`config.mk`:
```
export PLATFORM = sky130hd
export DESIGN_NAME = crc8_frame_receiver
export DESIGN_NICKNAME = d
export VERILOG_FILES = /design/src/rtl/crc8fr_pkg.sv /design/src/rtl/crc8fr_front.sv /design/src/rtl/crc8fr_queue.sv /design/src/rtl/crc8fr_back.sv /design/src/rtl/crc8_frame_receiver.sv
export SDC_FILE = /design/constraint.sdc
export NUM_CORES = 1
export LEC_CHECK = 0
export ABC_CLOCK_PERIOD_IN_PS = 3400
export BUFFER_PORTS_ARGS = -buffer_cell sky130_fd_sc_hd__buf_2
export CAP_MARGIN = 20
export CORE_ASPECT_RATIO = 0.9
export CORE_MARGIN = 2
export CORE_UTILIZATION = 36
export CTS_BUF_LIST = sky130_fd_sc_hd__clkbuf_2
export DETAILED_ROUTE_END_ITERATION = 8
export PLACE_DENSITY = 0.51
export SLEW_MARGIN = 20
export SYNTH_ARGS = -nofsm -noshare
export SYNTH_HDL_FRONTEND = slang
export SYNTH_SLANG_ARGS = --single-unit
```
`constraint.sdc`:
```
create_clock -name clk_i -period 3.4 [get_ports clk_i]
set_input_delay 0.17 -clock clk_i [delete_from_list [all_inputs] [get_ports clk_i]]
set_output_delay 0.17 -clock clk_i [all_outputs]
set_load 0.03 [all_outputs]
```
`src/rtl/crc8fr_pkg.sv`:
```
// shared types, codes and the crc-8 step for the frame receiver
`timescale 1ns / 1ps
`default_nettype none
package crc8fr_pkg;

  localparam int unsigned ByteW   = 8;
  localparam int unsigned PosW    = 3;
  localparam int unsigned CfgIdxW = 1;
  localparam int unsigned OutW    = 4 * ByteW;

  localparam logic [ByteW-1:0] HeaderReset = 8'hAA;
  localparam logic [ByteW-1:0] TailReset   = 8'h55;
  localparam logic [ByteW-1:0] CrcPoly     = 8'h07;
  localparam logic [ByteW-1:0] CrcInit     = 8'h00;

  localparam logic [CfgIdxW-1:0] CFG_HEADER = 1'b0;
  localparam logic [CfgIdxW-1:0] CFG_TAIL   = 1'b1;

  // frame positions
  localparam logic [PosW-1:0] POS_IDLE = 3'd0;
  localparam logic [PosW-1:0] POS_LEN  = 3'd1;
  localparam logic [PosW-1:0] POS_CMD  = 3'd2;
  localparam logic [PosW-1:0] POS_D0   = 3'd3;
  localparam logic [PosW-1:0] POS_D1   = 3'd4;
  localparam logic [PosW-1:0] POS_D2   = 3'd5;
  localparam logic [PosW-1:0] POS_CRC  = 3'd6;
  localparam logic [PosW-1:0] POS_TAIL = 3'd7;

  typedef struct packed {
    logic [PosW-1:0]  pos;
    logic [ByteW-1:0] data;
  } entry_t;

  function automatic logic [ByteW-1:0] crc8_step(input logic [ByteW-1:0] crc,
                                                 input logic [ByteW-1:0] b);
    logic [ByteW-1:0] v;
    v = crc ^ b;
    for (int k = 0; k < 8; k++) begin
      if (v[ByteW-1]) begin
        v = {v[ByteW-2:0], 1'b0} ^ CrcPoly;
      end else begin
        v = {v[ByteW-2:0], 1'b0};
      end
    end
    return v;
  endfunction

endpackage
`default_nettype wire

```
`src/rtl/crc8fr_front.sv`:
```
// front end: header hunt and frame position tagging
`timescale 1ns / 1ps
`default_nettype none
module crc8fr_front (
  input  wire logic                      clk_i,
  input  wire logic                      rst_ni,
  input  wire logic [crc8fr_pkg::ByteW-1:0] header_i,
  input  wire logic                      accept_i,
  input  wire logic [crc8fr_pkg::ByteW-1:0] byte_i,
  output logic                           push_o,
  output crc8fr_pkg::entry_t             entry_o
);
  import crc8fr_pkg::*;

  logic [PosW-1:0] pos_q, pos_d;

  always_comb begin
    pos_d = pos_q;
    if (accept_i) begin
      if (pos_q == POS_IDLE) begin
        if (byte_i == header_i) begin
          pos_d = POS_LEN;
        end
      end else begin
        pos_d = pos_q + PosW'(1);
      end
    end
  end

  // header and length bytes carry nothing for the back end
  assign push_o       = accept_i && (pos_q >= POS_CMD);
  assign entry_o.pos  = pos_q;
  assign entry_o.data = byte_i;

  always_ff @(posedge clk_i or negedge rst_ni) begin
    if (!rst_ni) begin
      pos_q <= POS_IDLE;
    end else begin
      pos_q <= pos_d;
    end
  end

endmodule
`default_nettype wire

```
`src/rtl/crc8fr_queue.sv`:
```
// two-entry queue between front and back
`timescale 1ns / 1ps
`default_nettype none
module crc8fr_queue (
  input  wire logic               clk_i,
  input  wire logic               rst_ni,
  input  wire logic               push_i,
  input  wire crc8fr_pkg::entry_t entry_i,
  output logic                    full_o,
  output logic                    valid_o,
  input  wire logic               pop_i,
  output crc8fr_pkg::entry_t      entry_o
);
  import crc8fr_pkg::*;

  entry_t     mem_q [2];
  logic       wr_q, wr_d, rd_q, rd_d;
  logic [1:0] cnt_q, cnt_d;

  assign full_o  = (cnt_q == 2'd2);
  assign valid_o = (cnt_q != 2'd0);
  assign entry_o = mem_q[rd_q];

  always_comb begin
    wr_d  = push_i ? ~wr_q : wr_q;
    rd_d  = pop_i ? ~rd_q : rd_q;
    cnt_d = cnt_q + 2'(push_i) - 2'(pop_i);
  end

  always_ff @(posedge clk_i) begin
    if (push_i) begin
      mem_q[wr_q] <= entry_i;
    end
  end

  always_ff @(posedge clk_i or negedge rst_ni) begin
    if (!rst_ni) begin
      wr_q  <= 1'b0;
      rd_q  <= 1'b0;
      cnt_q <= 2'd0;
    end else begin
      wr_q  <= wr_d;
      rd_q  <= rd_d;
      cnt_q <= cnt_d;
    end
  end

endmodule
`default_nettype wire

```
`src/rtl/crc8fr_back.sv`:
```
// back end: crc accumulation, frame check and result register
`timescale 1ns / 1ps
`default_nettype none
module crc8fr_back (
  input  wire logic                        clk_i,
  input  wire logic                        rst_ni,
  input  wire logic [crc8fr_pkg::ByteW-1:0] tail_i,
  input  wire logic                        q_valid_i,
  input  wire crc8fr_pkg::entry_t          q_entry_i,
  output logic                             pop_o,
  output logic                             out_valid_o,
  input  wire logic                        out_ready_i,
  output logic [crc8fr_pkg::OutW-1:0]      out_data_o
);
  import crc8fr_pkg::*;

  logic [ByteW-1:0] store_q [4];
  logic [ByteW-1:0] crc_q, crc_d;
  logic [ByteW-1:0] chk_q;
  logic [OutW-1:0]  out_q;
  logic             out_vld_q, out_vld_d;
  logic             load;

  // a tail byte waits while the result register is still held
  assign pop_o = q_valid_i &&
                 ((q_entry_i.pos != POS_TAIL) || !out_vld_q || out_ready_i);
  assign load  = pop_o && (q_entry_i.pos == POS_TAIL) &&
                 (q_entry_i.data == tail_i) && (crc_q == chk_q);

  always_comb begin
    crc_d = crc_q;
    if (pop_o) begin
      if (q_entry_i.pos == POS_CMD) begin
        crc_d = crc8_step(CrcInit, q_entry_i.data);
      end else if (q_entry_i.pos == POS_D0 || q_entry_i.pos == POS_D1 ||
                   q_entry_i.pos == POS_D2) begin
        crc_d = crc8_step(crc_q, q_entry_i.data);
      end
    end
    out_vld_d = load ? 1'b1 : (out_ready_i ? 1'b0 : out_vld_q);
  end

  always_ff @(posedge clk_i) begin
    if (pop_o) begin
      unique case (q_entry_i.pos)
        POS_CMD: store_q[0] <= q_entry_i.data;
        POS_D0:  store_q[1] <= q_entry_i.data;
        POS_D1:  store_q[2] <= q_entry_i.data;
        POS_D2:  store_q[3] <= q_entry_i.data;
        POS_CRC: chk_q      <= q_entry_i.data;
        default: ;
      endcase
    end
    if (load) begin
      out_q <= {store_q[3], store_q[2], store_q[1], store_q[0]};
    end
  end

  always_ff @(posedge clk_i or negedge rst_ni) begin
    if (!rst_ni) begin
      crc_q     <= CrcInit;
      out_vld_q <= 1'b0;
    end else begin
      crc_q     <= crc_d;
      out_vld_q <= out_vld_d;
    end
  end

  assign out_valid_o = out_vld_q;
  assign out_data_o  = out_q;

endmodule
`default_nettype wire

```
`src/rtl/crc8_frame_receiver.sv`:
```
// top level: fixed-length frame receiver with crc-8 check
//
// channel  dir  fields (lsb first)
// s_axis   in   tdata: rx_byte
// m_axis   out  tdata: command, payload0, payload1, payload2
// cfg      in   index 0 header_byte, index 1 tail_byte
//
// one byte per cycle sustained while the queue has room; with the output ready
// a frame result leaves once its tail byte has passed the two-entry queue and the
// result register, later when the queue still holds an earlier byte.
// a held result stalls only the back end at the next tail byte; the front keeps
// taking bytes until the queue fills. reset clears position, crc and valids.
`timescale 1ns / 1ps
`default_nettype none
module crc8_frame_receiver (
  input  wire logic                           clk_i,
  input  wire logic                           rst_ni,
  input  wire logic                           s_axis_tvalid,
  output logic                                s_axis_tready,
  input  wire logic [crc8fr_pkg::ByteW-1:0]   s_axis_tdata,  // rx_byte
  output logic                                m_axis_tvalid,
  input  wire logic                           m_axis_tready,
  // command, payload0, payload1, payload2
  output logic [crc8fr_pkg::OutW-1:0]         m_axis_tdata,
  input  wire logic                           cfg_we_i,
  input  wire logic [crc8fr_pkg::CfgIdxW-1:0] cfg_idx_i,
  input  wire logic [crc8fr_pkg::ByteW-1:0]   cfg_wdata_i
);
  import crc8fr_pkg::*;

  logic [ByteW-1:0] header_q, tail_q;
  logic             accept, push, q_full, q_valid, pop;
  entry_t           f_entry, q_entry;

  always_ff @(posedge clk_i or negedge rst_ni) begin
    if (!rst_ni) begin
      header_q <= HeaderReset;
      tail_q   <= TailReset;
    end else if (cfg_we_i) begin
      unique case (cfg_idx_i)
        CFG_HEADER: header_q <= cfg_wdata_i;
        CFG_TAIL:   tail_q   <= cfg_wdata_i;
        default:    ;
      endcase
    end
  end

  assign s_axis_tready = !q_full;
  assign accept        = s_axis_tvalid && s_axis_tready;

  crc8fr_front u_front (
    .clk_i    (clk_i),
    .rst_ni   (rst_ni),
    .header_i (header_q),
    .accept_i (accept),
    .byte_i   (s_axis_tdata),
    .push_o   (push),
    .entry_o  (f_entry)
  );

  crc8fr_queue u_queue (
    .clk_i   (clk_i),
    .rst_ni  (rst_ni),
    .push_i  (push),
    .entry_i (f_entry),
    .full_o  (q_full),
    .valid_o (q_valid),
    .pop_i   (pop),
    .entry_o (q_entry)
  );

  crc8fr_back u_back (
    .clk_i       (clk_i),
    .rst_ni      (rst_ni),
    .tail_i      (tail_q),
    .q_valid_i   (q_valid),
    .q_entry_i   (q_entry),
    .pop_o       (pop),
    .out_valid_o (m_axis_tvalid),
    .out_ready_i (m_axis_tready),
    .out_data_o  (m_axis_tdata)
  );

endmodule
`default_nettype wire
```
==> flow_summary.json, run 1 <==
{
  "status": "complete, no violations",
  "ios": 56,
  "ctsResizeCount": 0,
  "synth_area_leaders": "edfxtp_1 52%, dfrtp_1 11%, xnor2_1 5.8%",
  "max_freq_mhz": 373.6,
  "clk_path_buf_depth": 2,
  "syn_avg_cell_area_um2": 15.86,
  "place.gp.congestion": 0.7806,
  "gr-total-overflow": 0,
  "yosysTopAreaCell": "edfxtp_1",
  "core_region_area_um2": 14710,
  "finalSetupViolCount": 0,
  "grt_pass1_vias": 2971,
  "arrival_ns": 3.02,
  "swShare_pct": 36.57,
  "power_density_nw_per_um2": 848.7,
  "antennaDiodeCount": 0,
  "ant_nets": 0,
  "timing_worst_setup_path_type": "flip-flop to flip-flop",
  "die_w_um": 133.4,
  "yosysMostFrequentCell": "edfxtp_1",
  "yosysSeqAreaShare_pct": 66.97,
  "place_ws_ns": 0.7040,
  "synth_top_flop_cell": "edfxtp_1",
  "io_buffers": 55,
  "num-nets-final": 464,
  "numClockSinks": 126,
  "p_sw_w": 0.001973,
  "syn2layout_area_growth_pct": 17.16,
  "ys_warn_count": 0,
  "synth-seq-cells": 126,
  "reg2reg_slack_ns": 0.72,
  "rsz0062_at_grt": "false",
  "grt_max_degree": 34,
  "fp-row-count": 42,
  "netlist_area_um2": 5425,
  "ys_types": 49,
  "crit_path_end_kind": "flip-flop",
  "finalHoldViolCount": 0,
  "synth_nets": 369,
  "cts_buffers": 17,
  "cts_max_level": 4,
  "synth_cells": 342,
  "firstDrtPassIters": 5,
  "cap_violations": 0,
  "cp_data_required_time_ns": 3.75,
  "leakage_nw": 2.387,
  "dieArea_um2": 16070,
  "fin_crit_sh_pct": 78.73,
  "dp_hpwl_um": 6776,
  "viasPerCell": 4.468,
  "clock_power_share_pct": 15.5,
  "clock_skew_ns": 0.03821,
  "clock_latency_ns": 0.68,
  "ir_drop_mv": 0.3069,
  "critPathMaxFanout": 33,
  "finalWorstSetupSlack_ns": 0.7233,
  "clockRootBuffer": "clkbuf_2",
  "routedWlPerCell_um": 14.75,
  "netlist_top_cells_count": "94 x edfxtp_1, 36 x xnor2_1, 25 x xor2_1",
  "synth_edf_count": 94,
  "relSlewSlack_pct": 40.37,
  "drt_iter0_drc": 108,
  "timing.setup.tns_ns": 0,
  "cts.clk_slew.worst_paths_ns": 0.20,
  "start_util_pct": 36.87,
  "p_comb_share_pct": 40.6,
  "p_int_w": 0.003422,
  "min_path_type": "input port to flip-flop",
  "layout-drive-gt1-share_pct": 28.95,
  "grt_pass1_wl_um": 15530,
  "vias": 2891,
  "synth.top_cell.area_share_pct": 52.03,
  "grt_antenna_before_repair": 0,
  "routed_wl_um": 9545,
  "synthArstFlopShare_pct": 25.40,
  "fin_crit_ns": 2.677,
  "grt_usage_pct": 13.17,
  "cp-start-kind": "flip-flop",
  "drc": 0,
  "cts_tree": "built",
  "power_frac_seq_pct": 43.9,
  "maxSlewViolCount": 0,
  "tightest_slew_ns": 0.8911,
  "die_h_um": 120.5,
  "post_cts_buffers": 0
}
-- path summary, 6_finish.rpt --
kind                                      start  cells past startpoint                to
min reg2reg                u_back.store_q[0][2]                      0   m_axis_tdata[2]
max in group asynchronous                rst_ni                      2  u_queue.cnt_q[0]
max reg2reg                        u_queue.rd_q                      6  m_axis_tdata[23]
max                                u_queue.rd_q                      6  m_axis_tdata[23]
min in group asynchronous                rst_ni                      2         tail_q[7]
min                                    cfg_we_i                      3         tail_q[7]
-- state kept, by name, summed over array words and instances, names as in the netlist --
name / cells
u_back.out_valid_o: 1
header_q: 8
u_queue.mem_q: 22
u_back.crc_q: 8
u_back.chk_q: 8
u_front.pos_q: 3
tail_q: 8
m_axis_tdata: 32
u_back.store_q: 32
u_queue.rd_q: 1
u_queue.wr_q: 1
u_queue.cnt_q: 2
-- logic make-up (layout without fill, tap and decap cells) --
family | Yosys count | after routing | synth area share [%]
AND/OR/NAND/NOR | 52 | 52 | 4.890
multiplexers | 32 | 32 | 7.541
AO/OA/AOI/OAI | 37 | 37 | 4.566
flip-flops | 126 | 126 | 66.97
XOR/XNOR | 68 | 68 | 12.82
buffers and inverters | 22 | 129 | 2.052
adder cells (fa/ha/maj) | 5 | 5 | 1.153
-- power groups by stage --
stage / clock [W] / sequential [W] / combinational (W)
finish: 0.000836 / 0.00237 / 0.00219
global placement: 0 / 0.00241 / 0.00216
floorplan: 0 / 0.00231 / 0.00184
global route: 0.000934 / 0.00242 / 0.00244
detailed placement: 0 / 0.00241 / 0.00219
CTS: 0.000871 / 0.00238 / 0.00222
-- timing repair --
action,CTS,global route
hold endpoints to repair,70,0
setup endpoints to repair,0,0
hold buffers,20,0
-- stage by stage --
step	cells	hold WS (ns)	utilization [%]	power, W	area, um^2
after floorplan	342	-0.1256	-	0.004151	5425
final	647	0.08100	43.20	0.005395	6356
after detailed placement	596	0.3225	40.43	0.004603	5949
after global placement	596	0.3116	40.43	0.004576	5949
after CTS	647	0.009696	43.20	0.005464	6356
after global routing	647	0.03749	43.20	0.005795	6356
-- worst max-delay path: stages (launching register included) --
cell and delay [ns]:
dfrtp_1 0.74, buf_4 0.32, mux2i_2 0.36, xnor2_1 0.12, nor4_1 0.20, and4_1 0.23
buf_4 0.36
-- metal layers --
metal  GRT usage [%]  up-vias  routed length (um)
met5               0        -                   0
met3           4.193        8                 359
met1           16.82     1383                4503
met4           5.186        0                  93
li1                -     1433                   -
met2           20.97       67                4588
-- layout make-up --
class	instances	area, um^2
Sequential cell	126	3633
Multi-Input combinational cell	194	1680
Inverter	16	60.06
Clock buffer	18	90.09
Clock inverter	13	116.4
Fill cell	1389	8358
Tap cell	198	247.7
Timing Repair Buffer	82	528.0
-- layout by cell type, fill, tap and decap left out, drive strengths merged, types with 2 or more instances in the layout --
| cell | n |
|---|---|
| edfxtp | 94 |
| buf | 62 |
| xnor2 | 39 |
| xor2 | 25 |
| dfrtp | 24 |
| dlygate4sd3 | 20 |
| inv | 19 |
| mux2 | 18 |
| clkbuf | 18 |
| mux2i | 14 |
| nand2 | 13 |
| nor2 | 12 |
| a21oi | 12 |
| dfstp | 8 |
| o21ai | 7 |
| nor2b | 6 |
| ha | 5 |
| clkinvlp | 5 |
| nor4 | 4 |
| xnor3 | 4 |
| clkinv | 4 |
| nand3 | 3 |
| a31oi | 3 |
| and2 | 3 |
| nor3 | 3 |
| o31ai | 2 |
| o211ai | 2 |
(Power assumes the default switching activity.)
==> inputs of run 2 (changes only) <==
--- a/config.mk
+++ b/config.mk
@@ -5,7 +5,8 @@
 export SDC_FILE = /design/constraint.sdc
 export NUM_CORES = 1
 export LEC_CHECK = 0
-export ABC_CLOCK_PERIOD_IN_PS = 3400
+export ABC_AREA = 1
+export ABC_CLOCK_PERIOD_IN_PS = 2700
 export BUFFER_PORTS_ARGS = -buffer_cell sky130_fd_sc_hd__buf_2
 export CAP_MARGIN = 20
 export CORE_ASPECT_RATIO = 0.9
==> constraint.sdc (replaced) <==
create_clock -name clk_i -period 2.7 [get_ports clk_i]
set_input_delay 0.135 -clock clk_i [delete_from_list [all_inputs] [get_ports clk_i]]
set_output_delay 0.135 -clock clk_i [all_outputs]
set_load 0.03 [all_outputs]
==> flow_summary.json, run 2 <==
{
  "yosysTopAreaCell": "edfxtp_1",
  "synth_edf_count": 94,
  "crit-reg2reg-launch": "u_queue.rd_q",
  "crit_path_end_kind": "flip-flop",
  "grt_antenna_before_repair": 0,
  "firstDrtPassIters": 4,
  "ys_types": 33,
  "grtUsageMet1_pct": 19.83,
  "multi_input_area_um2": 1655,
  "startpoint": "u_queue.rd_q",
  "critPathMostFrequentCell": "nand2_1",
  "num-nets-final": 659,
  "finalSetupViolCount": 0,
  "cap_violations": 0,
  "synth_cells": 519,
  "die_w_um": 135.3,
  "grt_max_degree": 33,
  "ant_nets": 0,
  "synth_top_flop_cell": "edfxtp_1",
  "power_density_nw_per_um2": 1102,
  "rsz0062_at_grt": "false",
  "regArea_um2": 3633,
  "max_stage_delay_ns": 0.47,
  "grt_pass1_vias": 3853,
  "synth_area_leaders": "edfxtp_1 51%, nand2_1 11%, dfrtp_1 11%",
  "cts_max_level": 4,
  "layout_common_cells": "165 x nand2_1, 94 x edfxtp_1, 67 x inv_1",
  "synth.top_cell.area_share_pct": 50.52,
  "layout-drive-gt1-share_pct": 19.53,
  "dp.cells": 784,
  "cp_data_required_time_ns": 3.08,
  "final_common_cell": "nand2_1",
  "clock_latency_ns": 0.68,
  "hp-start": "s_axis_tdata[0]",
  "netlist_area_um2": 5588,
  "finalWorstSetupSlack_ns": 0.3802,
  "nFillCells": 1461,
  "status": "complete, no violations",
  "reg2reg_slack_ns": 0.38,
  "synth-seq-cells": 126,
  "crit_chain": "inv_1 -> nand2_1 -> nand2_1 -> inv_1 -> nand2_1 -> nand2_1 -> nor4_1 -> nand2_1 -> nor2_2 -> buf_12",
  "grt_usage_pct": 15.75,
  "gr-total-overflow": 0,
  "r2r-end": "m_axis_tdata[28]",
  "design_area_um2": 6789,
  "fin_crit_ns": 2.320,
  "fp-row-count": 43,
  "finalNonFillerCells": 847,
  "timing_worst_setup_path_type": "flip-flop to flip-flop",
  "antennaDiodeCount": 0,
  "min_path_type": "input port to flip-flop",
  "ios": 56,
  "place.gp.congestion": 0.8675,
  "cts.clk_slew.worst_paths_ns": 0.22,
  "syn_avg_cell_area_um2": 10.77,
  "ctsResizeCount": 0,
  "viasPerCell": 4.553,
  "clockRootBuffer": "clkbuf_2",
  "clk_path_buf_depth": 2,
  "routedWlPerCell_um": 14.05,
  "die_h_um": 122.2,
  "core_region_area_um2": 15280,
  "drt_iter0_drc": 253,
  "arrival_ns": 2.70,
  "ys_warn_count": 0,
  "start_util_pct": 36.57,
  "numClockSinks": 126,
  "yosysMostFrequentCell": "nand2_1",
  "maxSlewViolCount": 0,
  "dp_hpwl_um": 8426,
  "grt_use_met3_pct": 4.786,
  "crit_slowest_cell": "dfrtp_1",
  "clock_skew_ns": 0.03789,
  "leakage_nw": 2.965,
  "place_ws_ns": 0.4117,
  "use_met2_pct": 25.22,
  "yosysSeqAreaShare_pct": 65.02,
  "netlist_top_cells_count": "165 x nand2_1, 94 x edfxtp_1, 67 x inv_1",
  "syn2layout_area_growth_pct": 21.50,
  "routed_wl_um": 11900,
  "max_freq_mhz": 431.1,
  "drc": 0,
  "synth_nets": 546,
  "placed_area_um2": 6182,
  "vias": 3856,
  "grt-busiest-layer": "met2",
  "grt_pass1_wl_um": 19240,
  "tightest_slew_ns": 0.9854,
  "timing.setup.tns_ns": 0,
  "cts_tree": "built",
  "finalHoldViolCount": 0,
  "r2r_cells": 10,
  "dieArea_um2": 16540,
  "fin_crit_sh_pct": 85.92,
  "cp-start-kind": "flip-flop",
  "ir_drop_mv": 0.4164,
  "relSlewSlack_pct": 34.07,
  "synthArstFlopShare_pct": 25.40,
  "utilization_pct": 44.43,
  "hold_end": "u_queue.mem_q[0][0]",
  "io_buffers": 55,
  "critPathMaxFanout": 32,
  "holdPathStages": 2,
  "cts_buffers": 17
}
[run 2: changes by cell type after synthesis, sizes merged, moves of 14 or more]
cell	previous run	this run
nand2	13	170
inv	16	67
nand3	3	40
xnor2	39	17
mux2	18	0
o21ai	7	23
mux2i	14	0
[run 2: per-stage QoR]
step           power [W]  hold slack, ns
2_1_floorplan   0.005241         -0.1606
3_5_place_dp    0.006093          0.2864
3_3_place_gp    0.006058          0.2840
6_report        0.007481          0.2010
5_1_grt         0.008106          0.1204
4_1_cts         0.007539          0.1013
[run 2: critical path: cells and delay by family, from the launching register on]
kind / cells / cell delay, ns
buffers and inverters: 3 / 0.59
AND/OR/NAND/NOR: 7 / 0.97
flip-flops: 1 / 0.47
[run 2: per-layer routing]
metal / vias up / part of all wire, %
li1: 1935 / -
met1: 1789 / 47
met2: 113 / 46
met3: 19 / 5.0
met4: 0 / 2.0
met5: - / 0
[run 2: final cells by class]
cell class	count	area share [%]
timing repair buffer	99	10.25
inverter	68	3.760
sequential	126	53.52
multi-input combinational	320	24.38
tap	202	3.723
clock inverter	15	3.115
clock buffer	17	1.253
[run 2: cell families (layout without fill, tap and decap cells)]
logic type               Yosys count  count (layout)  synth area share, %
AO/OA/AOI/OAI                     36              36                4.344
XOR/XNOR                          32              32                5.284
adder cells (fa/ha/maj)            5               5                1.120
buffers and inverters             73             199                5.396
flip-flops                       126             126                65.02
AND/OR/NAND/NOR                  247             247                18.83
[run 2: power breakdown]
part	total (W)	leakage, nW	internal (W)	switching [W]
combinational	0.00313	1.57	0.00109	0.00204
sequential	0.00297	1.23	0.00269	0.000279
clock	0.00138	0.170	0.000629	0.000749
total	0.00748	2.96	0.00441	0.00307
[run 2: how the worst max path moves through the flow]
stage / cells after the start / slack, ns / to
2_1_floorplan: 10 / 0.05 / m_axis_tdata[0]
3_3_place_gp: 10 / 0.43 / m_axis_tdata[3]
3_5_place_dp: 10 / 0.41 / u_queue.cnt_q[1]
4_1_cts: 10 / 0.41 / u_queue.cnt_q[1]
5_1_grt: 10 / 0.26 / m_axis_tdata[24]
6_report: 10 / 0.38 / m_axis_tdata[28]
[run 2: repair_timing]
action,4_1_cts,5_1_grt
buffers inserted,0,0
hold buffers,31,0
hold endpoints to repair,74,0
==> inputs of run 3 (changes only) <==
--- a/config.mk
+++ b/config.mk
@@ -5,7 +5,6 @@
 export SDC_FILE = /design/constraint.sdc
 export NUM_CORES = 1
 export LEC_CHECK = 0
-export ABC_AREA = 1
 export ABC_CLOCK_PERIOD_IN_PS = 2700
 export BUFFER_PORTS_ARGS = -buffer_cell sky130_fd_sc_hd__buf_2
 export CAP_MARGIN = 20
==> flow_summary.json, run 3 (synthesis gave the netlist of run 1 again) <==
{
  "max_freq_mhz": 421.1,
  "fin_crit_ns": 2.375,
  "clock_power_share_pct": 17.9,
  "ant_nets": 0,
  "crit_path_end_kind": "flip-flop",
  "grt_pass1_vias": 2969,
  "min_path_type": "input port to flip-flop",
  "p_int_w": 0.004478,
  "cp_num_buf_inv": 2,
  "cap_violations": 0,
  "num-nets-final": 475,
  "p_comb_share_pct": 40.2,
  "nFillCells": 1373,
  "clk_path_buf_depth": 2,
  "ir_drop_mv": 0.3896,
  "ios": 56,
  "post_cts_buffers": 0,
  "p_sw_w": 0.002560,
  "grt_pass1_wl_um": 15890,
  "fp-row-count": 42,
  "tightest_slew_ns": 0.9294,
  "cts_buffers": 17,
  "syn2layout_area_growth_pct": 20.43,
  "layout_common_cells": "94 x edfxtp_1, 55 x buf_2, 36 x xnor2_1",
  "grt_usage_pct": 13.51,
  "regArea_um2": 3633,
  "highest_layer": "met4",
  "cts_max_level": 4,
  "dieArea_um2": 16070,
  "max_stage_delay_ns": 0.58,
  "start_util_pct": 36.87,
  "numClockSinks": 126,
  "cts.clk_slew.worst_paths_ns": 0.22,
  "clock_skew_ns": 0.02433,
  "dp_hpwl_um": 6858,
  "wl_met3_um": 451,
  "die_w_um": 133.4,
  "rsz0062_at_grt": "false",
  "layout-drive-gt1-share_pct": 29.28,
  "cp_data_required_time_ns": 3.34,
  "core_region_area_um2": 14710,
  "critical-path-top-delay-family": "compound AO/OA/AOI/OAI gates",
  "arrival_ns": 3.01,
  "routed_wl_um": 9926,
  "clock_latency_ns": 0.70,
  "grt_antenna_before_repair": 0,
  "crit_chain": "buf_4 -> o31ai_1 -> a31oi_1 -> ha_1 -> inv_1 -> ha_1 -> xnor2_1 -> xnor2_1",
  "ctsResizeCount": 0,
  "finalHoldViolCount": 0,
  "clockRootBuffer": "clkbuf_2",
  "relSlewSlack_pct": 37.81,
  "critPathMaxFanout": 15,
  "cp-start-kind": "flip-flop",
  "place.gp.congestion": 0.7833,
  "finalSetupViolCount": 0,
  "multi_input_area_um2": 1680,
  "drt_iter0_drc": 107,
  "wl_met2_um": 4645,
  "swShare_pct": 36.38,
  "status": "complete, no violations",
  "timing.setup.tns_ns": 0,
  "met1_length_um": 4634,
  "vias": 2978,
  "drc": 0,
  "crit_slowest_cell": "o31ai_1",
  "firstDrtPassIters": 4,
  "cts_tree": "built",
  "routedWlPerCell_um": 15.06,
  "viasPerCell": 4.519,
  "leakage_nw": 2.481,
  "fin_crit_sh_pct": 87.95,
  "antennaDiodeCount": 0,
  "die_h_um": 120.5,
  "total_power_w": 0.007038,
  "io_buffers": 55,
  "final_common_cell": "edfxtp_1",
  "maxSlewViolCount": 0,
  "power_frac_seq_pct": 41.9,
  "power_density_nw_per_um2": 1077,
  "grt_max_degree": 34,
  "timing_worst_setup_path_type": "flip-flop to flip-flop",
  "gr-total-overflow": 0
}
==> run 3: per-layer routing <==
| metal | global-route usage (%) | vias to the layer above |
|---|---|---|
| met5 | 0 | - |
| met4 | 5.918 | 0 |
| met3 | 4.528 | 18 |
| met2 | 21.20 | 78 |
| met1 | 17.11 | 1426 |
| li1 | - | 1456 |
==> run 3: worst paths after layout <==
| path | start | to | slack (ns) | cells past startpoint |
|---|---|---|---|---|
| max | u_queue.rd_q | u_queue.cnt_q[1] | 0.33 | 8 |
| min | s_axis_tdata[2] | u_queue.mem_q[1][2] | 0.18 | 2 |
| max reg2reg | u_queue.rd_q | u_queue.cnt_q[1] | 0.33 | 8 |
| min reg2reg | u_back.store_q[0][0] | m_axis_tdata[0] | 0.45 | 0 |
| max in group asynchronous | rst_ni | tail_q[7] | 1.91 | 4 |
| min in group asynchronous | rst_ni | header_q[3] | 0.59 | 3 |
==> run 3: metrics by stage <==
step | hold WS (ns) | instance area [um^2] | std cells | setup slack [ns] | utilization, %
floorplan | -0.1606 | 5425 | 342 | 0.1525 | -
global placement | 0.2739 | 5977 | 598 | 0.3897 | 40.62
detailed placement | 0.2769 | 5977 | 598 | 0.3635 | 40.62
CTS | 0.08187 | 6534 | 659 | 0.2967 | 44.40
global route | 0.08100 | 6534 | 659 | 0.1606 | 44.40
finish | 0.1770 | 6534 | 659 | 0.3253 | 44.40
==> run 3: worst reg2reg max path, cell delays in order, from the launching register on <==
cell and delay (ns):
dfrtp_1 0.42, buf_4 0.19, o31ai_1 0.58, a31oi_1 0.26, ha_1 0.34, inv_1 0.04
ha_1 0.19, xnor2_1 0.16, xnor2_1 0.13
==> run 3: power by group through the flow <==
stage / Combinational [W] / Clock (W) / Sequential, W
6_report: 0.00283 / 0.00126 / 0.00295
5_1_grt: 0.00315 / 0.00139 / 0.00300
4_1_cts: 0.00288 / 0.00131 / 0.00295
3_5_place_dp: 0.00282 / 0 / 0.00300
3_3_place_gp: 0.00279 / 0 / 0.00299
2_1_floorplan: 0.00232 / 0 / 0.00291
==> run 3: final cells by class <==
cell class	count	share of cell area, %
clock inverter	15	2.624
tap	198	3.792
inverter	16	0.9192
sequential	126	55.61
timing repair buffer	93	10.03
clock buffer	17	1.302
multi-input combinational	194	25.72
==> run 3: what timing repair did <==
action,CTS,global route
setup endpoints to repair,0,0
hold buffers,29,0
hold endpoints to repair,71,0
